==> src/rtl/bellman_ford_shortest_paths_macros.svh <==
// assertion macros shared by the shortest path block
`ifndef BELLMAN_FORD_SHORTEST_PATHS_MACROS_SVH
`define BELLMAN_FORD_SHORTEST_PATHS_MACROS_SVH

// same-cycle implication, disabled while reset is held
`define BFSP_ASSERT_IMP(name, ante, cons, msg) \
  name: assert property (@(posedge clk_i) disable iff (!rst_ni) (ante) |-> (cons)) \
    else $error(msg);

// next-cycle implication, disabled while reset is held
`define BFSP_ASSERT_NXT(name, ante, cons, msg) \
  name: assert property (@(posedge clk_i) disable iff (!rst_ni) (ante) |=> (cons)) \
    else $error(msg);

`endif

==> src/rtl/bfsp_ram.sv <==
// generic single write port ram with registered read
module bfsp_ram #(
  parameter int WIDTH = 8,
  parameter int DEPTH = 16,
  localparam int AW = (DEPTH > 1) ? $clog2(DEPTH) : 1
) (
  input  logic             clk_i,
  input  logic             we_i,
  input  logic [AW-1:0]    waddr_i,
  input  logic [WIDTH-1:0] wdata_i,
  input  logic             re_i,
  input  logic [AW-1:0]    raddr_i,
  output logic [WIDTH-1:0] rdata_o
);

  logic [WIDTH-1:0] mem_q [DEPTH];
  logic [WIDTH-1:0] rdata_q;

  always_ff @(posedge clk_i) begin
    if (we_i) begin
      mem_q[waddr_i] <= wdata_i;
    end
    if (re_i) begin
      rdata_q <= mem_q[raddr_i];
    end
  end

  assign rdata_o = rdata_q;

endmodule

==> config.mk <==
export PLATFORM = sky130hd
export DESIGN_NAME = bfsp_ram
export DESIGN_NICKNAME = d
export VERILOG_FILES = /design/src/rtl/bellman_ford_shortest_paths_macros.svh /design/src/rtl/bfsp_ram.sv
export SDC_FILE = /design/constraint.sdc
export NUM_CORES = 1
export LEC_CHECK = 0
export ABC_AREA = 0
export BUFFER_PORTS_ARGS = -buffer_cell sky130_fd_sc_hd__buf_2
export CAP_MARGIN = 5
export CORE_ASPECT_RATIO = 0.7
export CORE_MARGIN = 2
export CORE_UTILIZATION = 40
export CTS_CLUSTER_DIAMETER = 30
export DETAILED_ROUTE_END_ITERATION = 12
export PLACE_DENSITY = 0.61
export SYNTH_ARGS = -nofsm -noshare
export SYNTH_HDL_FRONTEND = slang
export SYNTH_SLANG_ARGS = --single-unit
export TNS_END_PERCENT = 5
==> constraint.sdc <==
create_clock -name clk_i -period 1.5 [get_ports clk_i]
set_input_delay 0 -clock clk_i [delete_from_list [all_inputs] [get_ports clk_i]]
set_output_delay 0 -clock clk_i [all_outputs]
set_load 0.02 [all_outputs]
==> results of run 1 <==
-- state kept, by name, indices dropped and copies added, names as in the netlist --
register and count:
rdata_o 8, mem_q 128
-- cell type report --
type / instances / share of cell area
repair buffers: 64 / 0.0719
well taps: 162 / 0.0315
flip-flops and latches: 136 / 0.634
clock buffers: 19 / 0.0672
multi-input cells: 83 / 0.168
clock inverters: 13 / 0.0276
-- per-stage QoR --
stage	hold WS [ns]	TNS, ns
4_1_cts	0.134	0
3_3_place_gp	0.383	-0.123
2_1_floorplan	0.0989	0
3_5_place_dp	0.380	-0.151
6_report	0.149	0
5_1_grt	0.151	0
-- worst paths after layout --
check / endpoint / cells past startpoint
worst max register to register: rdata_o[2] / 3
worst max-delay path: rdata_o[2] / 3
worst min register to register: rdata_o[7] / 3
worst min-delay path: mem_q[0][0] / 3
-- logic make-up after synthesis --
kind of cell / count (synthesis) / synth area share
buf+inv: 10 / 0.0165
simple gates: 35 / 0.0314
mux: 32 / 0.148
compound gates: 16 / 0.0230
flops: 136 / 0.781
-- repair_timing --
item,4_1_cts,5_1_grt
pin swaps,1,2
hold buffers,9,0
hold endpoints to repair,134,0
gates cloned,0,0
resized for setup,0,9
setup endpoints to repair,1,4
-- worst reg2reg max path: stages (launching register included) --
cell and delay [ns]:
edfxtp_1 0.37, mux4_1 0.52, a22oi_2 0.19, nand2_1 0.10
-- layer usage --
metal / GRT usage / wire [um]
met5: 0 / 0
met3: 0.0472 / 691
met4: 0.0646 / 176
met2: 0.223 / 4360
met1: 0.239 / 5100
-- cell usage after synthesis, drive strengths merged --
library cell / n
mux4: 32
nor3: 4
nor2: 13
nand2: 9
nand3: 1
nand2b: 2
a22oi: 16
and2: 1
or3b: 1
buf: 7
nand3b: 2
and2b: 1
clkdlybuf4s25: 3
edfxtp: 136
nor2b: 1
-- where the power goes --
group	switching (W)	internal, W	leakage [nW]
Sequential	0.0000236	0.00428	1.24
Clock	0.00150	0.00277	0.287
Combinational	0.000259	0.000200	0.666
==> impl_summary.log, run 1 <==
[metrics] final instance area: 0.00644 mm^2
[metrics] Post-Synthesis Net Count: 248
[metrics] relative slew slack: 0.651
[metrics] initial antenna violation count: 0
[metrics] Worst path top cell family by delay: multiplexers
[metrics] H-Tree Depth: 4
[metrics] post-synthesis to final-layout area growth: 23.2%
[metrics] total setup violations reported at the end of the flow: 0
[metrics] Avg Synthesized Cell Area: 22.8 um^2
[metrics] biggest fanout along the worst timing path: 1
[metrics] remaining antenna violation count after routing: 0
[metrics] worst setup slack after layout: 0.0604 ns
[metrics] number of buffers created by CTS: 17
[metrics] placement-stage cell area: 0.00572 mm^2
[metrics] drt via density: 5.36
[metrics] Worst R2R Setup Slack: 0.06 ns
[metrics] ratio of final minimum period to clock period: 0.960
[metrics] CP bufs+invs: 0
[metrics] number of instances in the synthesized netlist: 229
[metrics] summed instance area of the synthesized netlist: 0.00523 mm^2
[metrics] pin count of the biggest net entering global routing: 33
[metrics] number of standard cells in the final layout excluding fillers: 477
[metrics] CTS sink count: 136
[metrics] count of unique library cells instantiated by Yosys: 18
[metrics] DRT iter0 DRCs: 211
[metrics] top post-synthesis cells by area: edfxtp_1 78%, mux4_2 7.8%, mux4_1 7.0%
[metrics] GRT overflow: 0
[metrics] nets: 321
[metrics] signal arrival time at the worst endpoint: 1.59 ns
[metrics] routed wire length: 10300 um
[metrics] total of flip-flops plus latches after synthesis: 136
[metrics] Pleak: 2.19 nW
[metrics] global-route usage over all layers: 0.161
[metrics] top cell type by total area after synthesis: edfxtp_1
[metrics] pin slew with the least headroom to its limit: 0.524 ns
[metrics] Inst Count DP: 436
[metrics] core region area: 0.0126 mm^2
[metrics] floorplan die width: 141 um
[metrics] most common cell after layout, fill and taps aside: edfxtp_1
[metrics] Vias: 2555
[metrics] Detail Placement HPWL: 6870 um
[metrics] post-layout min period: 1.44 ns
[metrics] delay of the slowest cell on the worst path: 0.52 ns
[metrics] Hold Crit Class: in -> reg
[metrics] final number of hold-violating endpoints: 0
[metrics] CP Cell Sequence: mux4_1, a22oi_2, nand2_1
[metrics] Multi-input gate area: 0.00108 mm^2
[metrics] Clock Skew: 0.00548 ns
[metrics] overall power after layout: 0.00903 W
[metrics] Final Wtd Congestion: 0.792
[metrics] worst-case setup slack after placement: -0.0727 ns
[metrics] Reg area: 0.00408 mm^2
[metrics] startpoint of the lowest-slack hold path: waddr_i[1]
[metrics] run status: finished clean
[metrics] Critical Setup Path Class: reg -> reg
[metrics] Max Clk Rate: 695 MHz
[metrics] number of max-capacitance violations reported: 0
[metrics] first-pass GRT wire length: 15900 um
[metrics] power density over the cells: 1400 mW/mm^2
[metrics] post-CTS clock slew at the launch and capture registers of the worst setup and hold paths: 0.06 ns
[metrics] sequential fraction of the synthesis area: 0.781
[metrics] largest voltage drop on the vdd net: 753 uV
[metrics] overall die height: 99.6 um
[metrics] via count of the first global-routing pass: 2670
[metrics] fraction of final layout cells with drive strength greater than 1: 0.356
[metrics] origin of the critical flop-to-flop path: mem_q[9][2]
[metrics] worst setup path start: mem_q[9][2]
[metrics] pins over their slew limit: 0
[metrics] Worst-Skew Late Latency: 0.41 ns
[metrics] final core utilization: 0.512
[metrics] Antenna Cells: 0
[metrics] setup repair after global routing missed its margin: no
[metrics] Worst Setup End Kind: flop
[metrics] WL/cell: 21.7 um
[metrics] startpoint kind of the worst setup timing path: flop
[metrics] slowest stage cell on the critical path: mux4_1
[metrics] commonest cells after routing, fill and taps aside: 136 x edfxtp_1, 27 x buf_4, 26 x buf_2
[metrics] drc violations: 0
[metrics] Port Buf Inserts: 26
[metrics] number of top-level pins: 27
[metrics] buffer type at the clock tree root: clkbuf_16
[metrics] number of placement rows: 34
[metrics] buffer levels on the longest clock path: 2
[metrics] first-pass iteration count of the detailed router: 4
[metrics] fill cell count: 1007
[metrics] area share of the largest cell type after synthesis: 0.781
[metrics] count of warnings emitted by yosys: 0
[metrics] die area: 0.0140 mm^2
[metrics] initial cell density of the core: 0.415
[metrics] worst endpoint required time: 1.65 ns
[metrics] post-CTS setup buffers: 0
[metrics] clock tree from TritonCTS: built
(Power assumes the default switching activity.)
==> run 2, diff against run 1 <==
MAX_ROUTING_LAYER = met4   (was not set)
==> run 2 against run 1 <==
- critical path depth unchanged
- largest power group unchanged
- critical endpoint unchanged
- die area stayed put
- flip-flop and latch count unchanged
- clock skew increased by 0.0022 ns
- combinational power barely moved
- clock power about the same
==> impl_summary.log, run 2 (same netlist as run 1, synthesis figures left out) <==
[metrics] initial antenna violation count: 0
[metrics] H-Tree Depth: 4
[metrics] total setup violations reported at the end of the flow: 0
[metrics] Max Clk Rate: 693 MHz
[metrics] setup repair after global routing missed its margin: no
[metrics] overall power after layout: 0.00903 W
[metrics] core region area: 0.0126 mm^2
[metrics] die area: 0.0140 mm^2
[metrics] hold_ws: 0.151 ns
[metrics] Worst Setup End Kind: flop
[metrics] global-route usage over all layers: 0.166
[metrics] Port Buf Inserts: 26
[metrics] Critical Setup Path Class: reg -> reg
[metrics] via count of the first global-routing pass: 2673
[metrics] share of power burned in the clock network: 0.472
[metrics] ratio of final minimum period to clock period: 0.961
[metrics] pins over their slew limit: 0
[metrics] post-CTS clock slew at the launch and capture registers of the worst setup and hold paths: 0.06 ns
[metrics] overall die height: 99.6 um
[metrics] cell internal power dissipation: 0.00725 W
[metrics] floorplan die width: 141 um
[metrics] first-pass iteration count of the detailed router: 4
[metrics] largest voltage drop on the vdd net: 747 uV
[metrics] final number of hold-violating endpoints: 0
[metrics] number of top-level pins: 27
[metrics] run status: finished clean
[metrics] relative slew slack: 0.652
[metrics] DRT iter0 DRCs: 227
[metrics] Vias: 2575
[metrics] initial cell density of the core: 0.415
[metrics] Reg power frac: 0.477
[metrics] Antenna Cells: 0
[metrics] CTS sink count: 136
[metrics] clock tree from TritonCTS: built
[metrics] CP Cell Sequence: mux4_1, a22oi_2, nand2_1
[metrics] biggest fanout along the worst timing path: 1
[metrics] Detail Placement HPWL: 6870 um
[metrics] most common cell after layout, fill and taps aside: edfxtp_1
[metrics] buffer type at the clock tree root: clkbuf_16
[metrics] routed wire length: 10300 um
[metrics] drt via density: 5.40
[metrics] Worst path top cell family by delay: multiplexers
[metrics] signal arrival time at the worst endpoint: 1.59 ns
[metrics] Final Wtd Congestion: 0.803
[metrics] post-synthesis to final-layout area growth: 23.2%
[metrics] drc violations: 0
[metrics] number of flip-flops under the largest register name: 128
[metrics] WL/cell: 21.7 um
[metrics] remaining antenna violation count after routing: 0
[metrics] buffer levels on the longest clock path: 2
[metrics] post-layout min period: 1.44 ns
[metrics] GRT overflow: 0
[metrics] combinational share of power: 0.051
[metrics] pin slew with the least headroom to its limit: 0.522 ns
[metrics] switching power summed over all nets: 0.00178 W
[metrics] Worst-Skew Late Latency: 0.41 ns
[metrics] Clock Skew: 0.00768 ns
[metrics] number of placement rows: 34
[metrics] Reg with most FFs: mem_q
[metrics] first-pass GRT wire length: 15900 um
[metrics] worst endpoint required time: 1.65 ns
[metrics] delay of the slowest cell on the worst path: 0.52 ns
[metrics] pin count of the biggest net entering global routing: 33
[metrics] startpoint kind of the worst setup timing path: flop
[metrics] nets: 321
[metrics] fraction of final layout cells with drive strength greater than 1: 0.356
[metrics] Pleak: 2.19 nW
[metrics] commonest cells after routing, fill and taps aside: 136 x edfxtp_1, 27 x buf_4, 26 x buf_2
[metrics] number of max-capacitance violations reported: 0
[metrics] power density over the cells: 1400 mW/mm^2
[metrics] CP bufs+invs: 0
[metrics] share of total power consumed by net switching: 0.197
[metrics] number of buffers created by CTS: 17
[metrics] slowest stage cell on the critical path: mux4_1
[metrics] Hold Crit Class: in -> reg
-- run 2: cell counts in the layout (fill, tap and decap cells not counted) --
Identical to the previous run, type by type.
-- run 2: final cells by class --
cell class | instances | area [um^2]
sequential | 136 | 4080
clock buffer | 19 | 433
fill | 1007 | 6150
clock inverter | 13 | 178
multi-input combinational | 83 | 1080
tap | 162 | 203
timing repair buffer | 64 | 463
-- run 2: what timing repair did --
| item | CTS | global route |
|---|---|---|
| buffers inserted | 0 | 0 |
| endpoints found under the hold margin | 134 | 0 |
| endpoints found under the setup margin | 1 | 4 |
| hold buffers | 9 | 0 |
| gates resized for setup | 0 | 9 |
| pin swaps | 1 | 2 |
-- run 2: routing by layer --
layer | share of wire | vias to the layer above | GRT usage | routed length, um
li1 | - | 1127 | - | -
met1 | 0.50 | 1339 | 0.239 | 5160
met2 | 0.43 | 93 | 0.224 | 4420
met3 | 0.059 | 16 | 0.0477 | 605
met4 | 0.015 | 0 | 0.0646 | 150
met5 | 0 | - | - | 0
-- run 2: through the flow --
step	setup WS (ns)	setup TNS, ns	utilization	cell area, um^2	std cells
after floorplan	0.00713	0	-	5230	229
after detailed placement	-0.0727	-0.151	0.454	5720	436
after global routing	0.00244	0	0.512	6440	477
after global placement	-0.0500	-0.123	0.454	5720	436
final	0.0579	0	0.512	6440	477
after CTS	0.00198	0	0.510	6420	477
-- run 2: worst register-to-register path, delay by kind of cell, from the launching register on --
kind | cells | cell delay [ns]
flops | 1 | 0.37
simple gates | 1 | 0.10
compound gates | 1 | 0.19
mux | 1 | 0.52
-- run 2: worst paths after layout --
path                 from           to  slack (ns)  cells past startpoint
min            waddr_i[1]  mem_q[4][6]        0.15                      3
min reg2reg  mem_q[11][1]   rdata_o[1]        0.76                      3
max           mem_q[9][2]   rdata_o[2]        0.06                      3
max reg2reg   mem_q[9][2]   rdata_o[2]        0.06                      3
-- run 2: power groups by stage --
stage	sequential, W	clock, W	combinational [W]
2_1_floorplan	0.00440	0	0.000216
6_report	0.00431	0.00427	0.000459
3_5_place_dp	0.00439	0	0.000432
3_3_place_gp	0.00438	0	0.000423
5_1_grt	0.00431	0.00454	0.000496
4_1_cts	0.00431	0.00434	0.000450
