### src/rtl/bellman_ford_shortest_paths_macros.svh
// assertion macros shared by the shortest path block
`ifndef BELLMAN_FORD_SHORTEST_PATHS_MACROS_SVH
`define BELLMAN_FORD_SHORTEST_PATHS_MACROS_SVH

// same-cycle implication, disabled while reset is held
`define BFSP_ASSERT_IMP(name, ante, cons, msg) \
  name: assert property (@(posedge clk_i) disable iff (!rst_ni) (ante) |-> (cons)) \
    else $error(msg);

// next-cycle implication, disabled while reset is held
`define BFSP_ASSERT_NXT(name, ante, cons, msg) \
  name: assert property (@(posedge clk_i) disable iff (!rst_ni) (ante) |=> (cons)) \
    else $error(msg);

`endif

### src/rtl/bfsp_pkg.sv
// types and constants of the shortest path block
package bfsp_pkg;

  localparam int MAX_VERTICES_DEF = 64;
  localparam int MAX_EDGES_DEF    = 256;
  localparam int WEIGHT_BITS_DEF  = 16;

  localparam int VTX_W  = 6;
  localparam int CFG_W  = 7;
  localparam int DIST_W = 32;
  localparam int WIN_W  = 16;

  localparam logic [1:0] REQ_LOAD  = 2'd0;
  localparam logic [1:0] REQ_RUN   = 2'd1;
  localparam logic [1:0] REQ_CLEAR = 2'd2;

  localparam logic signed [DIST_W-1:0] INT_MAX = 32'sh7FFF_FFFF;
  localparam logic signed [DIST_W-1:0] INT_MIN = 32'sh8000_0000;

  typedef struct packed {
    logic [1:0]              req_type;
    logic [VTX_W-1:0]        src_vertex;
    logic [VTX_W-1:0]        dst_vertex;
    logic signed [WIN_W-1:0] edge_weight;
  } bfsp_in_t;

  typedef struct packed {
    logic [VTX_W-1:0]         vertex_index;
    logic signed [DIST_W-1:0] distance;
    logic                     reached;
    logic                     neg_cycle;
    logic                     last;
  } bfsp_out_t;

  // run command from the request decoder to the sequencer
  typedef struct packed {
    logic             start;
    logic [CFG_W-1:0] num_vertices;
  } bfsp_cmd_t;

endpackage

### src/rtl/bfsp_ram.sv
// generic single write port ram with registered read
module bfsp_ram #(
  parameter int WIDTH = 8,
  parameter int DEPTH = 16,
  localparam int AW = (DEPTH > 1) ? $clog2(DEPTH) : 1
) (
  input  logic             clk_i,
  input  logic             we_i,
  input  logic [AW-1:0]    waddr_i,
  input  logic [WIDTH-1:0] wdata_i,
  input  logic             re_i,
  input  logic [AW-1:0]    raddr_i,
  output logic [WIDTH-1:0] rdata_o
);

  logic [WIDTH-1:0] mem_q [DEPTH];
  logic [WIDTH-1:0] rdata_q;

  always_ff @(posedge clk_i) begin
    if (we_i) begin
      mem_q[waddr_i] <= wdata_i;
    end
    if (re_i) begin
      rdata_q <= mem_q[raddr_i];
    end
  end

  assign rdata_o = rdata_q;

endmodule

### src/rtl/bfsp_ctrl.sv
// run sequencer: relaxation passes, check pass and result emission
`include "bellman_ford_shortest_paths_macros.svh"

module bfsp_ctrl #(
  parameter int MAX_VERTICES = bfsp_pkg::MAX_VERTICES_DEF,
  parameter int MAX_EDGES    = bfsp_pkg::MAX_EDGES_DEF,
  parameter int WEIGHT_BITS  = bfsp_pkg::WEIGHT_BITS_DEF,
  localparam int EAW = (MAX_EDGES > 1) ? $clog2(MAX_EDGES) : 1,
  localparam int ECW = $clog2(MAX_EDGES + 1),
  localparam int EW  = 2 * bfsp_pkg::VTX_W + WEIGHT_BITS
) (
  input  logic                clk_i,
  input  logic                rst_ni,
  input  bfsp_pkg::bfsp_cmd_t cmd_i,
  input  logic [ECW-1:0]      edge_cnt_i,
  output logic                edge_re_o,
  output logic [EAW-1:0]      edge_raddr_o,
  input  logic [EW-1:0]       edge_rdata_i,
  output logic                busy_o,
  output logic                res_valid_o,
  output bfsp_pkg::bfsp_out_t res_o
);

  localparam int VAW = $clog2(MAX_VERTICES);
  localparam int DW  = bfsp_pkg::DIST_W;
  localparam int CW  = bfsp_pkg::CFG_W;
  localparam int VW  = bfsp_pkg::VTX_W;

  typedef enum logic [2:0] {
    S_IDLE, S_FETCH, S_DREAD, S_EVAL, S_RES, S_ORD, S_OWR
  } state_e;

  state_e                  state_q;
  logic [EAW-1:0]          j_q;
  logic [CW-1:0]           pass_q;
  logic                    chk_q;
  logic                    any_q;
  logic [CW-1:0]           nv_q;
  logic [VAW-1:0]          idx_q;
  logic [MAX_VERTICES-1:0] reached_q;
  logic                    res_valid_q;
  bfsp_pkg::bfsp_out_t     res_q;

  logic [VW-1:0]          e_src;
  logic [VW-1:0]          e_dst;
  logic [WEIGHT_BITS-1:0] e_w;
  logic signed [DW-1:0]   dist_a;
  logic signed [DW-1:0]   dist_b;
  logic signed [DW:0]     sum;
  logic signed [DW-1:0]   sat;
  logic                   src_reached;
  logic                   dst_reached;
  logic                   edge_live;
  logic                   relax_apply;
  logic                   relax_chk;
  logic                   last_edge;
  logic [EAW-1:0]         j_nxt;
  logic                   dist_re;
  logic [VAW-1:0]         dist_raddr_a;
  logic                   init_we;
  logic                   dist_we;
  logic [VAW-1:0]         dist_waddr;
  logic signed [DW-1:0]   dist_wdata;

  assign e_src = edge_rdata_i[EW-1 -: VW];
  assign e_dst = edge_rdata_i[EW-1-VW -: VW];
  assign e_w   = edge_rdata_i[WEIGHT_BITS-1:0];

  assign src_reached = reached_q[e_src[VAW-1:0]];
  assign dst_reached = reached_q[e_dst[VAW-1:0]];
  assign edge_live   = (CW'(e_src) < nv_q) && (CW'(e_dst) < nv_q) && src_reached;

  // exact sum, saturated for the relaxation compare and the stored value
  assign sum = (DW+1)'(dist_a) + (DW+1)'($signed(e_w));
  always_comb begin
    if (sum[DW] != sum[DW-1]) begin
      sat = sum[DW] ? bfsp_pkg::INT_MIN : bfsp_pkg::INT_MAX;
    end else begin
      sat = sum[DW-1:0];
    end
  end

  assign relax_apply = edge_live && (!dst_reached || (sat < dist_b));
  assign relax_chk   = edge_live && (!dst_reached || (sum < (DW+1)'(dist_b)));

  assign last_edge = (ECW'(j_q) + ECW'(1)) == edge_cnt_i;
  assign j_nxt     = last_edge ? '0 : j_q + EAW'(1);

  // next edge is fetched while the current one is evaluated
  assign edge_re_o    = (state_q == S_FETCH) || (state_q == S_EVAL);
  assign edge_raddr_o = (state_q == S_EVAL) ? j_nxt : j_q;

  // the source distance is set to zero when a run starts
  assign init_we      = (state_q == S_IDLE) && cmd_i.start;
  assign dist_re      = (state_q == S_DREAD) || (state_q == S_ORD);
  assign dist_raddr_a = (state_q == S_ORD) ? idx_q : e_src[VAW-1:0];
  assign dist_we      = ((state_q == S_EVAL) && !chk_q && relax_apply) || init_we;
  assign dist_waddr   = init_we ? '0 : e_dst[VAW-1:0];
  assign dist_wdata   = init_we ? '0 : sat;

  // two copies give the start and end distance of an edge in one read
  bfsp_ram #(
    .WIDTH (DW),
    .DEPTH (MAX_VERTICES)
  ) u_dist_a (
    .clk_i   (clk_i),
    .we_i    (dist_we),
    .waddr_i (dist_waddr),
    .wdata_i (dist_wdata),
    .re_i    (dist_re),
    .raddr_i (dist_raddr_a),
    .rdata_o (dist_a)
  );

  bfsp_ram #(
    .WIDTH (DW),
    .DEPTH (MAX_VERTICES)
  ) u_dist_b (
    .clk_i   (clk_i),
    .we_i    (dist_we),
    .waddr_i (dist_waddr),
    .wdata_i (dist_wdata),
    .re_i    (dist_re),
    .raddr_i (e_dst[VAW-1:0]),
    .rdata_o (dist_b)
  );

  always_ff @(posedge clk_i or negedge rst_ni) begin
    if (!rst_ni) begin
      state_q     <= S_IDLE;
      j_q         <= '0;
      pass_q      <= '0;
      chk_q       <= 1'b0;
      any_q       <= 1'b0;
      nv_q        <= '0;
      idx_q       <= '0;
      reached_q   <= '0;
      res_valid_q <= 1'b0;
      res_q       <= '0;
    end else begin
      res_valid_q <= 1'b0;
      case (state_q)
        S_IDLE: begin
          if (cmd_i.start) begin
            nv_q      <= cmd_i.num_vertices;
            reached_q <= MAX_VERTICES'(1);
            j_q       <= '0;
            pass_q    <= CW'(1);
            chk_q     <= (cmd_i.num_vertices == CW'(1));
            any_q     <= 1'b0;
            state_q   <= (edge_cnt_i == '0) ? S_RES : S_FETCH;
          end
        end
        S_FETCH: state_q <= S_DREAD;
        S_DREAD: state_q <= S_EVAL;
        S_EVAL: begin
          if (chk_q && relax_chk) begin
            any_q <= 1'b1;
          end
          if (dist_we) begin
            reached_q[e_dst[VAW-1:0]] <= 1'b1;
          end
          j_q     <= j_nxt;
          state_q <= S_DREAD;
          if (last_edge) begin
            if (chk_q) begin
              state_q <= S_RES;
            end else if (pass_q + CW'(1) == nv_q) begin
              chk_q <= 1'b1;
            end else begin
              pass_q <= pass_q + CW'(1);
            end
          end
        end
        S_RES: begin
          if (any_q) begin
            res_q.vertex_index <= '0;
            res_q.distance     <= '0;
            res_q.reached      <= 1'b0;
            res_q.neg_cycle    <= 1'b1;
            res_q.last         <= 1'b1;
            res_valid_q        <= 1'b1;
            state_q            <= S_IDLE;
          end else begin
            idx_q   <= '0;
            state_q <= S_ORD;
          end
        end
        S_ORD: state_q <= S_OWR;
        S_OWR: begin
          res_q.vertex_index <= VW'(idx_q);
          res_q.distance     <= reached_q[idx_q] ? dist_a : '0;
          res_q.reached      <= reached_q[idx_q];
          res_q.neg_cycle    <= 1'b0;
          res_q.last         <= (CW'(idx_q) + CW'(1)) == nv_q;
          res_valid_q        <= 1'b1;
          idx_q              <= idx_q + VAW'(1);
          state_q            <= ((CW'(idx_q) + CW'(1)) == nv_q) ? S_IDLE : S_ORD;
        end
        default: state_q <= S_IDLE;
      endcase
    end
  end

  assign busy_o      = (state_q != S_IDLE);
  assign res_valid_o = res_valid_q;
  assign res_o       = res_q;

  `BFSP_ASSERT_NXT(a_start_busy, cmd_i.start, state_q != S_IDLE, "run start did not leave idle")
  `BFSP_ASSERT_IMP(a_more_follow, res_valid_q && !res_q.last, state_q == S_ORD, "vertex results stopped before last")
  `BFSP_ASSERT_IMP(a_neg_alone, res_valid_q && res_q.neg_cycle, res_q.last && (res_q.vertex_index == '0), "negative cycle result not single")
  `BFSP_ASSERT_IMP(a_chk_no_write, (state_q == S_EVAL) && chk_q, !dist_we, "distance written during check pass")

endmodule

### config.mk
export PLATFORM = sky130hd
export DESIGN_NAME = bfsp_ctrl
export DESIGN_NICKNAME = d
export VERILOG_FILES = /design/src/rtl/bfsp_pkg.sv /design/src/rtl/bfsp_ram.sv /design/src/rtl/bfsp_ctrl.sv
export VERILOG_INCLUDE_DIRS = /design/src /design/src/rtl
export SDC_FILE = /design/constraint.sdc
export NUM_CORES = 2
export LEC_CHECK = 0
export ABC_AREA = 0
export BUFFER_PORTS_ARGS = -buffer_cell sky130_fd_sc_hd__buf_4
export CORE_UTILIZATION = 55
export DETAILED_ROUTE_END_ITERATION = 12
export GPL_TIMING_DRIVEN = 1
export PLACE_DENSITY = 0.71
export SLEW_MARGIN = 25
export SYNTH_ARGS = -nofsm -noshare
export SYNTH_HDL_FRONTEND = slang
export SYNTH_SLANG_ARGS = --single-unit
export TNS_END_PERCENT = 30
### constraint.sdc
create_clock -name clk_i -period 7.7 [get_ports clk_i]
set_clock_uncertainty 0.05 [all_clocks]
set_input_delay 2.31 -clock clk_i [delete_from_list [all_inputs] [get_ports clk_i]]
set_output_delay 2.31 -clock clk_i [all_outputs]
set_load 0.02 [all_outputs]
==> impl_metrics.csv <==
group,metric,value,unit
global_route,antenna_found_initial,31,
power_and_ir_drop,p_int,27.0,mW
power_and_ir_drop,power_leakage,38.4,nW
global_route,grt.overflow.total,0,
global_route,grt_pass1_wl,497,mm
sta,timing.fmax,135,MHz
floorplanning,start_util,55.7,%
clocking,root_buffer,"clkbuf_16",
synthesis,synthFlopType,"edfxtp_1",
synthesis,syn_inst,6652,
sta,maxSlewViolCount,0,
sta,setup_viol,0,
drt,drc_errors,0,
final_layout,design_area,119000,um^2
placement,dpl-instance-area,112000,um^2
power_and_ir_drop,swShare,32.3,%
floorplanning,core,186000,um^2
global_route,grt_max_degree,93,
sta,fin_crit_sh,96.3,%
worst_setup_path,crit_fanout,17,
power_and_ir_drop,p_sw,12.9,mW
synthesis,yosysUniqueCellTypes,77,
synthesis,yosys.area.top_type_share,61.2,%
final_layout,finalNonFillerCells,9597,
synthesis,synth_area,104000,um^2
worst_setup_path,cp.required,8.20,ns
power_and_ir_drop,p_comb_share,26.9,%
synthesis,syn-num-nets,6808,
clocking,clk_pin_slew,0.06,ns
synthesis,synthMuxAreaShare,12.2,%
placement,dp.cells,9177,
floorplanning,die_x,436,um
synthesis,synth_edf_count,2112,
run_status,status,"finished, final reports clean",
clocking,cts.htree.levels,4,
final_layout,mostFrequentLayoutCells,"2112 x edfxtp_1, 686 x a22oi_1, 555 x mux4_2",
sta,slew_headroom,19.4,%
power_and_ir_drop,powerDensity,334,nW/um^2
synthesis,synthTopCellsByArea,"edfxtp_1 61%, mux4_2 12%, a22oi_1 5.0%",
synthesis,synth-compound-area-share,14.1,%
sta,fin_setup_tns,0,ns
floorplanning,die_y,436,um
power_and_ir_drop,seq_power_share,46.0,%
worst_setup_path,startpoint_type,"primary input",
drt,routed_wl,347,mm
synthesis,synth-seq-cells,2251,
drt,via_per_inst,7.57,
placement,hpwl,224,mm
placement,dp_slack,-0.560,ns
synthesis,yosysSeqAreaShare,64.5,%
sta,hold_viol,0,
synthesis,synthArstFlopShare,6.18,%
global_route,grt_pass1_vias,69600,
power_and_ir_drop,ir_drop,0.000536,V
placement,routabilityCongestion,0.968,
clocking,cts_buffers,219,
clocking,clock_path_buffers,3,
clocking,cts_tree,"done",
synthesis,syn-mean-instance-area,15.6,um^2
final_layout,final_common_cell,"edfxtp_1",
worst_setup_path,arrival,7.92,ns
synthesis,synth-simple-area-share,4.66,%
final_layout,area.growth.synth_to_final,15.1,%
floorplanning,die_area,190000,um^2
placement,numPortBuffers,98,
synthesis,synth_top_family_by_area,"compound AO/OA/AOI/OAI gates",
drt,dr.first_iter.drc_count,13700,
sta,period_needed,7.41,ns
sta,worst_pin_slew,1.20,ns
drt,vias,72600,
final_layout,finish.utilization,64.0,%
synthesis,yosysTopAreaCell,"edfxtp_1",
sta,layout_setup_ws,0.287,ns
sta,whs,0.444,ns
global_route,grt.total_usage,35.9,%
drt,drt_first_pass_iters,8,
power_and_ir_drop,power,39.9,mW
floorplanning,ios,99,
drt,routedWlPerCell,36.2,um
synthesis,yosysWarnings,0,
synthesis,synthXorXnorAreaFrac,0.499,%
power_and_ir_drop,pwr-share-clk,27.1,%
final_layout,final_nets,7084,
final_layout,final_layout_size_suffix_gt1_share,22.9,%
floorplanning,rows,158,
clocking,clkLatencyLatePin,0.88,ns
drt,ant_nets,0,
worst_setup_path,crit_path_end_kind,"flop",
final_layout,fill_cells,12900,
job,cap_violations,0,
synthesis,synth_adder_area_share,1.60,%
clocking,cts.sink_count,2251,
sta,rsz0062_at_grt,"false",
worst_hold_path,hp-class,"reg -> reg",
worst_setup_path,setup.worst_path.class,"in -> reg",
state kept, by name (all words and copies together), names as in the netlist, 3 cells and up:
name	cells
j_q	8
u_dist_b.mem_q	1984
u_dist_a.rdata_o	32
reached_q	64
res_o	41
idx_q	6
u_dist_a.mem_q	64
pass_q	7
state_q	3
nv_q	7
u_dist_b.rdata_o	32
power groups by stage:
stage	registers [mW]	logic, mW	clock network [mW]
floorplan	18.6	5.18	0
global placement	18.6	10.1	0
detailed placement	18.6	10.3	0
CTS	18.3	10.4	10.8
global route	18.4	11.3	11.3
finish	18.3	10.7	10.8
cells in the mapped netlist (21+ instances only):
cell type and number:
nand4_1 133, a311oi_1 64, a22o_1 221, inv_1 64, clkbuf_1 381, edfxtp_1 2112, a211oi_1 171, dfrtp_1 139
a221oi_1 182, mux4_2 555, maj3_1 28, ha_1 108, nand3_1 68, nor2_1 114, buf_2 93, a21o_1 30
o21ai_0 110, buf_1 69, xnor2_1 38, nand2_1 420, a22oi_1 686, xor2_1 21, a21oi_1 261, a31oi_1 203
and2_1 166
layout make-up:
type	instances	area [um^2]	area share (%)
Tap cell	2480	3100	2.60
Inverter	64	240	0.201
Sequential cell	2251	66900	56.1
Clock buffer	266	5710	4.79
Multi-Input combinational cell	3786	35100	29.4
Antenna cell	3	7.51	0.00630
Clock inverter	141	1430	1.20
Timing Repair Buffer	606	6780	5.69
worst paths after layout:
path / start / endpoint / slack [ns] / cells past startpoint
worst max-delay path: edge_rdata_i[0] / u_dist_b.mem_q[6][13] / 0.29 / 25
worst min-delay path: res_o[2] / res_o[2] / 0.44 / 1
worst max register to register: u_dist_a.rdata_o[0] / u_dist_b.mem_q[6][13] / 1.27 / 24
worst min register to register: res_o[2] / res_o[2] / 0.44 / 1
max in group asynchronous: rst_ni / j_q[7] / 4.89 / 2
min in group asynchronous: rst_ni / reached_q[32] / 1.44 / 1
worst max-delay path, cell delays in order:
cell,delay [ns]
buf_4,0.11
ha_1,0.22
fa_1,0.40
a211oi_1,0.34
o211a_1,0.23
nor4_1,0.07
or2_2,0.35
a31oi_2,0.26
nor4_1,0.07
or3_1,0.42
maj3_1,0.40
ha_1,0.29
nand2_1,0.04
nor3_1,0.25
buf_4,0.17
nand3_1,0.07
a21oi_1,0.20
a21oi_1,0.11
xor2_1,0.20
nand2_2,0.12
buf_12,0.16
o21ai_2,0.10
buf_12,0.18
nor2_4,0.54
buf_16,0.25
layer usage:
metal  track usage [%]  part of all wire, %  vias to the layer above
met5                 0                0.081                        -
met4              13.5                  4.3                       38
met3              13.0                   17                     1031
met2              52.8                   44                     6802
met1              49.2                   35                    36200
li1                  -                    -                    28500
cells by family (layout without fill, tap and decap cells):
logic type      after synthesis  count (layout)
flops                      2251            2251
mux                         573             573
buf+inv                     615            1077
compound gates             2021            2021
fa+ha+maj                   138             138
simple gates                995             995
other cells                   0               3
xor+xnor                     59              59
what timing repair did:
action | 4_1_cts | 5_1_grt
setup buffers | 0 | 7
endpoints found under the setup margin | 0 | 217
hold buffers | 0 | 0
gates resized for setup | 0 | 2
No activity file was read; power rests on OpenSTA's default activity.
